<file path="config.mk">
export PLATFORM = sky130hd
export DESIGN_NAME = config_line_cleaner_flat
export DESIGN_NICKNAME = d
export VERILOG_FILES = /design/src/rtl/core/clc_pkg.sv /design/src/rtl/core/clc_in_if.sv /design/src/rtl/core/clc_out_if.sv /design/src/rtl/core/clc_line_mem.sv /design/src/rtl/core/config_line_cleaner.sv /design/src/flat_wrapper.sv
export SDC_FILE = /design/constraint.sdc
export NUM_CORES = 1
export LEC_CHECK = 0
export BUFFER_PORTS_ARGS = -buffer_cell sky130_fd_sc_hd__clkbuf_2
export CORE_UTILIZATION = 50
export CTS_CLUSTER_DIAMETER = 30
export DETAILED_ROUTE_END_ITERATION = 7
export HOLD_SLACK_MARGIN = 0.02
export PLACE_DENSITY = 0.75
export SYNTH_ARGS = -nofsm -noshare
export SYNTH_HDL_FRONTEND = slang
export SYNTH_SLANG_ARGS = --single-unit
export TNS_END_PERCENT = 5
</file>
<file path="constraint.sdc">
create_clock -name clk -period 2.5 [get_ports clk]
set_input_delay 0.25 -clock clk [delete_from_list [all_inputs] [get_ports clk]]
set_output_delay 0.25 -clock clk [all_outputs]
set_load 0.005 [all_outputs]
</file>
<file path="src/rtl/core/clc_pkg.sv">
package clc_pkg;

  localparam logic [7:0] CH_HASH    = 8'h23;
  localparam logic [7:0] CH_NEWLINE = 8'h0A;
  localparam logic [7:0] CH_NUL     = 8'h00;
  localparam logic [7:0] CH_SPACE   = 8'h20;
  localparam logic [7:0] CH_TAB     = 8'h09;
  localparam logic [7:0] CH_CR      = 8'h0D;

  // space, or tab through carriage return
  function automatic logic is_blank(input logic [7:0] c);
    return (c == CH_SPACE) || ((c >= CH_TAB) && (c <= CH_CR));
  endfunction

  function automatic logic is_mark(input logic [7:0] c);
    return (c == CH_HASH) || (c == CH_NUL);
  endfunction

endpackage

</file>
<file path="src/rtl/core/clc_in_if.sv">
interface clc_in_if;
  logic       valid;
  logic       ready;
  logic [7:0] in_byte;
  logic       buffer_last;

  modport source (output valid, output in_byte, output buffer_last, input ready);
  modport sink (input valid, input in_byte, input buffer_last, output ready);
endinterface

</file>
<file path="src/rtl/core/clc_out_if.sv">
interface clc_out_if;
  logic       valid;
  logic       ready;
  logic [7:0] out_char;
  logic       line_end;
  logic       run_last;

  modport source (output valid, output out_char, output line_end, output run_last,
                  input ready);
  modport sink (input valid, input out_char, input line_end, input run_last,
                output ready);
endinterface

</file>
<file path="src/rtl/core/clc_line_mem.sv">
module clc_line_mem #(
  parameter int DEPTH = 63,
  parameter int AW    = 6
) (
  input  logic          clk,
  input  logic          wr_en,
  input  logic [AW-1:0] wr_addr,
  input  logic [7:0]    wr_data,
  input  logic [AW-1:0] rd_addr,
  output logic [7:0]    rd_data
);

  logic [7:0] mem [DEPTH];
  logic [7:0] rd_data_r;

  always_ff @(posedge clk) begin
    if (wr_en) begin
      mem[wr_addr] <= wr_data;
    end
    rd_data_r <= mem[rd_addr];
  end

  assign rd_data = rd_data_r;

endmodule

</file>
<file path="src/rtl/core/config_line_cleaner.sv">
// A byte that does not end a line is taken without leaving the idle state.
// A byte that ends a line starts the trailing-blank trim, which reads stored entries
// from the end (read, then check); then each kept character is read and loaded into
// the output register in turn (read, then load) through the single read port of the line
// store, and a load waits while the output stalls. No new byte is taken while a line is in work.
// Reset: synchronous, active low; clears counters and state, the line store is not cleared.
module config_line_cleaner #(
  parameter int MAX_LINE = 64
) (
  input  logic      clk,
  input  logic      rst_n,
  clc_in_if.sink    in_chan,
  clc_out_if.source out_chan
);

  localparam int CW    = $clog2(MAX_LINE);
  localparam int DEPTH = MAX_LINE - 1;
  localparam int AW    = (DEPTH > 1) ? $clog2(DEPTH) : 1;
  localparam logic [CW-1:0] CUT_AT = CW'(MAX_LINE - 1);

  typedef enum logic [2:0] {
    ST_IDLE,
    ST_TRIM_RD,
    ST_TRIM_CHK,
    ST_EMIT_RD,
    ST_EMIT_LD
  } state_t;

  state_t        state_r;
  logic [CW-1:0] raw_r;
  logic [CW-1:0] kept_r;
  logic          comment_r;
  logic          after_trunc_r;
  logic [CW-1:0] len_r;
  logic [CW-1:0] idx_r;
  logic          out_valid_r;
  logic [7:0]    out_char_r;
  logic          out_end_r;

  logic          in_hit;
  logic          is_nl;
  logic          mark;
  logic          swallow;
  logic          wr_en;
  logic [CW-1:0] raw_inc;
  logic [CW-1:0] kept_upd;
  logic          cut_hit;
  logic          line_done;
  logic [CW-1:0] len_m1;
  logic [AW-1:0] rd_addr;
  logic [7:0]    rd_data;
  logic          can_load;

  always_comb begin
    in_hit    = (state_r == ST_IDLE) && in_chan.valid;
    is_nl     = (in_chan.in_byte == clc_pkg::CH_NEWLINE);
    mark      = clc_pkg::is_mark(in_chan.in_byte);
    swallow   = after_trunc_r && is_nl;
    wr_en     = in_hit && !swallow && !is_nl && !comment_r && !mark;
    raw_inc   = raw_r + CW'(1);
    kept_upd  = (!is_nl && !comment_r && !mark) ? kept_r + CW'(1) : kept_r;
    cut_hit   = !is_nl && (raw_inc == CUT_AT);
    line_done = is_nl || cut_hit || in_chan.buffer_last;
    len_m1    = len_r - CW'(1);
    rd_addr   = (state_r == ST_TRIM_RD || state_r == ST_TRIM_CHK) ?
                len_m1[AW-1:0] : idx_r[AW-1:0];
    can_load  = !out_valid_r || out_chan.ready;
  end

  clc_line_mem #(
    .DEPTH (DEPTH),
    .AW    (AW)
  ) u_mem (
    .clk     (clk),
    .wr_en   (wr_en),
    .wr_addr (kept_r[AW-1:0]),
    .wr_data (in_chan.in_byte),
    .rd_addr (rd_addr),
    .rd_data (rd_data)
  );

  always_ff @(posedge clk) begin
    if (!rst_n) begin
      state_r       <= ST_IDLE;
      raw_r         <= '0;
      kept_r        <= '0;
      comment_r     <= 1'b0;
      after_trunc_r <= 1'b0;
      len_r         <= '0;
      idx_r         <= '0;
      out_valid_r   <= 1'b0;
    end else begin
      if (state_r == ST_EMIT_LD && can_load) begin
        out_valid_r <= 1'b1;
      end else if (out_chan.ready) begin
        out_valid_r <= 1'b0;
      end
      unique case (state_r)
        ST_IDLE: begin
          if (in_hit) begin
            if (swallow) begin
              // newline right after a length cut is dropped
              after_trunc_r <= 1'b0;
            end else if (line_done) begin
              len_r         <= kept_upd;
              raw_r         <= '0;
              kept_r        <= '0;
              comment_r     <= 1'b0;
              after_trunc_r <= cut_hit && !in_chan.buffer_last;
              state_r       <= ST_TRIM_RD;
            end else begin
              after_trunc_r <= 1'b0;
              if (!comment_r && mark) begin
                comment_r <= 1'b1;
              end
              kept_r <= kept_upd;
              raw_r  <= raw_inc;
            end
          end
        end
        ST_TRIM_RD: begin
          if (len_r == '0) begin
            state_r <= ST_IDLE;
          end else begin
            state_r <= ST_TRIM_CHK;
          end
        end
        ST_TRIM_CHK: begin
          if (clc_pkg::is_blank(rd_data)) begin
            len_r   <= len_m1;
            state_r <= ST_TRIM_RD;
          end else begin
            idx_r   <= '0;
            state_r <= ST_EMIT_RD;
          end
        end
        ST_EMIT_RD: begin
          state_r <= ST_EMIT_LD;
        end
        ST_EMIT_LD: begin
          if (can_load) begin
            out_char_r  <= rd_data;
            out_end_r   <= (idx_r == len_m1);
            if (idx_r == len_m1) begin
              state_r <= ST_IDLE;
            end else begin
              idx_r   <= idx_r + CW'(1);
              state_r <= ST_EMIT_RD;
            end
          end
        end
        default: begin
          state_r <= ST_IDLE;
        end
      endcase
    end
  end

  assign in_chan.ready     = (state_r == ST_IDLE);
  assign out_chan.valid    = out_valid_r;
  assign out_chan.out_char = out_char_r;
  assign out_chan.line_end = out_end_r;
  assign out_chan.run_last = out_end_r;

endmodule
</file>
<file path="src/flat_wrapper.sv">
// flat-port wrapper written by rule: the top's interface ports become plain ports
module config_line_cleaner_flat 
#(
  parameter int MAX_LINE = 64
)
  (clk, rst_n, in_chan_valid, in_chan_in_byte, in_chan_buffer_last, in_chan_ready, out_chan_valid, out_chan_out_char, out_chan_line_end, out_chan_run_last, out_chan_ready);
  clc_in_if in_chan_i ();
  clc_out_if out_chan_i ();
  input  logic clk;
  input  logic rst_n;
  input wire logic [$bits(in_chan_i.valid)-1:0] in_chan_valid;
  input wire logic [$bits(in_chan_i.in_byte)-1:0] in_chan_in_byte;
  input wire logic [$bits(in_chan_i.buffer_last)-1:0] in_chan_buffer_last;
  output wire logic [$bits(in_chan_i.ready)-1:0] in_chan_ready;
  output wire logic [$bits(out_chan_i.valid)-1:0] out_chan_valid;
  output wire logic [$bits(out_chan_i.out_char)-1:0] out_chan_out_char;
  output wire logic [$bits(out_chan_i.line_end)-1:0] out_chan_line_end;
  output wire logic [$bits(out_chan_i.run_last)-1:0] out_chan_run_last;
  input wire logic [$bits(out_chan_i.ready)-1:0] out_chan_ready;
  assign in_chan_i.valid = in_chan_valid;
  assign in_chan_i.in_byte = in_chan_in_byte;
  assign in_chan_i.buffer_last = in_chan_buffer_last;
  assign in_chan_ready = in_chan_i.ready;
  assign out_chan_valid = out_chan_i.valid;
  assign out_chan_out_char = out_chan_i.out_char;
  assign out_chan_line_end = out_chan_i.line_end;
  assign out_chan_run_last = out_chan_i.run_last;
  assign out_chan_i.ready = out_chan_ready;
  config_line_cleaner #(.MAX_LINE(MAX_LINE)) u_core (.clk(clk), .rst_n(rst_n), .in_chan(in_chan_i), .out_chan(out_chan_i));
endmodule
</file>
==> out/qor.yml <==
timing:
  unrepaired_setup_endpoints_after_global_routing: "true"
  achievable-frequency_mhz: 351
  fin_crit_ns: 2.85
  fin_crit_sh_pct: 114
  min_hold_slack_ns: 0.0427
  finalWorstSetupSlack_ns: -0.353
  maxSlewViolCount: 0
  timing.final.hold_violations: 0
  fin_worst_skew_ns: 0.0306
  tightestPinTransition_ns: 1.17
  final_setup_tns_ns: -1.87
  max-slew-margin-rel_pct: 21.3
  finalSetupViolations: 8
critical_path:
  cell_repeated_most_along_the_worst_path: "sky130_fd_sc_hd__a211oi_1"
  endpoint_arrival_time_on_the_critical_path_ns: 3.36
  startpoint: "u_core.len_r[0]"
  setup.worst_path.end_class: "flop"
  worstPathBufferInverterCount: 3
  worst_setup_path_start_kind: "flop"
  critical_path_class: "flop to flop"
  reg2reg_from: "u_core.len_r[0]"
  slowest_stage: "sky130_fd_sc_hd__or4_4"
  timing.critical_path.max_delay_family: "simple AND/OR/NAND/NOR gates"
  critPathMaxStageDelay_ns: 0.57
  timing.critical_path.cells: "inv_2 > ha_4 > and3_4 > or2_4 > buf_12 > buf_6 > a211oi_1 > a211oi_1 > or4_4 > o31ai_4 > o22ai_2"
  critPathMaxFanout: 10
  cp.required_ns: 3.01
  regToRegSetupSlack_ns: -0.35
cells_and_area:
  final_cell_mix: "sky130_fd_sc_hd__edfxtp_1, sky130_fd_sc_hd__nand2_1, sky130_fd_sc_hd__buf_4, sky130_fd_sc_hd__clkbuf_16"
  layout_commonest_cell: "sky130_fd_sc_hd__edfxtp_1"
  fillerInstances: 2899
  area_delta_synth_final_pct: 31.2
  num_antenna_cells: 0
  seq_area_um2: 16200
  total_area_of_multi_input_combinational_cells_um2: 7150
  post_layout_nonfiller_instances: 2657
  layout-drive-gt1-share_pct: 30.4
  num-nets-final: 1993
  area_of_all_placed_cells_without_fillers_um2: 30200
placement:
  place.gp.congestion: 0.909
  place.detailed.instances: 2434
  detailedPlacementHpwl_um: 39600
  dpl-instance-area_um2: 25300
  placement.io_buffers: 24
synth:
  synth_area_um2: 23100
  syn_inst: 1713
  postSynth.asyncResetShare_pct: 0
  yosysUniqueCellTypes: 66
  synthesis.area_per_instance_um2: 13.5
  synth_seq_area_share_pct: 70.1
  ys.flop_type: "sky130_fd_sc_hd__edfxtp_1"
  ys_seq_elements: 551
  yosys_warnings: 0
  number_of_enable_type_register_cells_in_the_synthesized_netlist: 513
  synth.net_count: 1732
clock_network:
  clk_path_buf_depth: 3
  tritoncts: "built"
  clkSinkCount: 551
  number_of_clock_buffers_inserted_by_tritoncts: 97
  worst_setup_hold_path_clk_slew_ns: 0.05
  clock_root_buffer: "sky130_fd_sc_hd__clkbuf_16"
  htree_levels: 3
  clock_insertion_delay_worst_skew_ns: 0.65
routing:
  drt_iter0_markers: 2549
  highest-signal-layer: "met4"
  route.met3.wl_um: 8750
  dr_total_vias: 17000
  first_pass_iters: 6
  drcViolationCount: 0
  ant_nets: 0
  routed_wl_um: 70400
  m1WireLength_um: 25800
  vias_per_cell: 6.40
  wl_met2_um: 32800
  post_drt_wl_per_cell_um: 26.5
die:
  die_ar_um2: 47000
  die_h_um: 217
  top_level_ports: 25
  chipWidth_um: 217
  core.rowCount: 78
  initial_utilization_pct: 50.7
  core-area_um2: 45500
pwr:
  cellPowerDensity_nw_per_um2: 874
  internal_power_mw: 19.8
  swShare_pct: 25.2
  combPwrFrac_pct: 10.9
  power.share.sequential_pct: 38.8
  power.total_mw: 26.5
  power.switching_mw: 6.66
  vdd_drop_max_mv: 0.575
  p_clk_share_pct: 50.3
  cellLeakagePower_nw: 10.5
grt:
  grt_antenna_before_repair: 0
  grt.overflow.total: 0
  grt_pass1_wl_um: 97800
  grt_start_max_net_pins: 64
  first_global_vias: 15900
  global_route.usage.total_pct: 27.9
hold_path:
  startpoint_of_the_lowest_slack_hold_path: "in_chan_in_byte[7]"
  timing.hold.worst.class: "input pin to flop"
run_status:
  run_status: "complete, but fails checks"
  failed_checks: "setup timing"
flow_run:
  cap_viol_max_count: 0
state kept, by name (all words and copies together) (netlist names):
name,count
u_core.after_trunc_r,1
u_core.comment_r,1
u_core.idx_r,6
u_core.kept_r,6
u_core.len_r,6
u_core.out_chan.line_end,1
u_core.out_chan.out_char,8
u_core.out_chan.valid,1
u_core.raw_r,6
u_core.state_r,3
u_core.u_mem.mem,504
u_core.u_mem.rd_data,8
cell families after synthesis:
group,after synthesis,share of synthesized area [%]
AOI/OAI and AO/OA,275,8.44
xor gates and xnor gates,24,1.14
adders and majority gates,6,0.326
buffers and inverters,124,2.61
DFF,551,70.1
muxes,97,4.24
and+or+nand+nor,636,13.1
area by class of cell:
cell class	instances	area share, %
Clock inverter	74	2.78
Sequential cell	551	53.5
Timing Repair Buffer	274	9.24
Inverter	12	0.149
Tap cell	600	2.48
Clock buffer	108	8.23
Multi-Input combinational cell	1038	23.6
power groups by stage:
stage / logic, mW / registers, mW / clock network (mW)
after floorplan: 1.16 / 10.4 / 0
after global placement: 2.14 / 10.4 / 0
after detailed placement: 2.18 / 10.4 / 0
after CTS: 2.37 / 10.3 / 13.2
after global routing: 2.95 / 10.3 / 13.8
final: 2.87 / 10.3 / 13.3
through the flow:
stage,setup WS (ns),utilization (%)
3_3_place_gp,-0.325,55.6
6_report,-0.353,66.5
4_1_cts,-0.208,64.2
5_1_grt,-0.358,66.5
2_1_floorplan,-0.116,-
3_5_place_dp,-0.443,55.6
final timing paths:
| check | end | cells past startpoint |
|---|---|---|
| setup / recovery | u_core.u_mem.rd_data[7] | 11 |
| setup reg to reg | u_core.u_mem.rd_data[7] | 11 |
| hold reg to reg | u_core.raw_r[5] | 2 |
| hold / removal | u_core.u_mem.mem[45][7] | 2 |
synth_stat cells, types with 6 or more instances:
cell type / n / area share (%)
sky130_fd_sc_hd__dfxtp_1: 38 / 3.3
sky130_fd_sc_hd__clkbuf_1: 44 / 0.72
sky130_fd_sc_hd__nor2b_1: 14 / 0.38
sky130_fd_sc_hd__nand4_1: 7 / 0.19
sky130_fd_sc_hd__nor3_1: 13 / 0.28
sky130_fd_sc_hd__mux2i_1: 93 / 4.0
sky130_fd_sc_hd__or2_2: 7 / 0.19
sky130_fd_sc_hd__a311o_1: 7 / 0.30
sky130_fd_sc_hd__and2_1: 9 / 0.24
sky130_fd_sc_hd__a31oi_1: 17 / 0.46
sky130_fd_sc_hd__o22ai_1: 15 / 0.41
sky130_fd_sc_hd__inv_1: 11 / 0.18
sky130_fd_sc_hd__a22o_1: 7 / 0.27
sky130_fd_sc_hd__nor3b_1: 50 / 1.6
sky130_fd_sc_hd__nand2_1: 268 / 4.4
sky130_fd_sc_hd__nor2_1: 105 / 1.7
sky130_fd_sc_hd__xnor2_1: 10 / 0.38
sky130_fd_sc_hd__buf_2: 40 / 0.87
sky130_fd_sc_hd__edfxtp_1: 513 / 67
sky130_fd_sc_hd__buf_4: 19 / 0.62
sky130_fd_sc_hd__or4_1: 15 / 0.49
sky130_fd_sc_hd__o31ai_1: 16 / 0.52
sky130_fd_sc_hd__nand3_1: 92 / 2.0
sky130_fd_sc_hd__buf_1: 7 / 0.11
sky130_fd_sc_hd__a211oi_1: 103 / 3.4
sky130_fd_sc_hd__and3_1: 27 / 0.73
sky130_fd_sc_hd__ha_1: 6 / 0.33
sky130_fd_sc_hd__xor2_1: 11 / 0.42
sky130_fd_sc_hd__a311oi_1: 22 / 0.84
sky130_fd_sc_hd__o21ai_0: 24 / 0.52
sky130_fd_sc_hd__a21oi_1: 34 / 0.74
routing by layer:
layer	global-route usage, %	vias up
met5	0	-
met4	13.1	0
met3	6.23	231
met2	42.7	1372
met1	38.0	8325
li1	-	7067
what timing repair did:
item	CTS	global route
cloned	4	14
gates resized for setup	93	139
setup endpoints to repair	485	278
pin swaps	9	38
endpoints found under the hold margin	2	0
buffers inserted	5	18
hold buffers	2	0
Note: power is estimated with default switching activity, not from simulation.
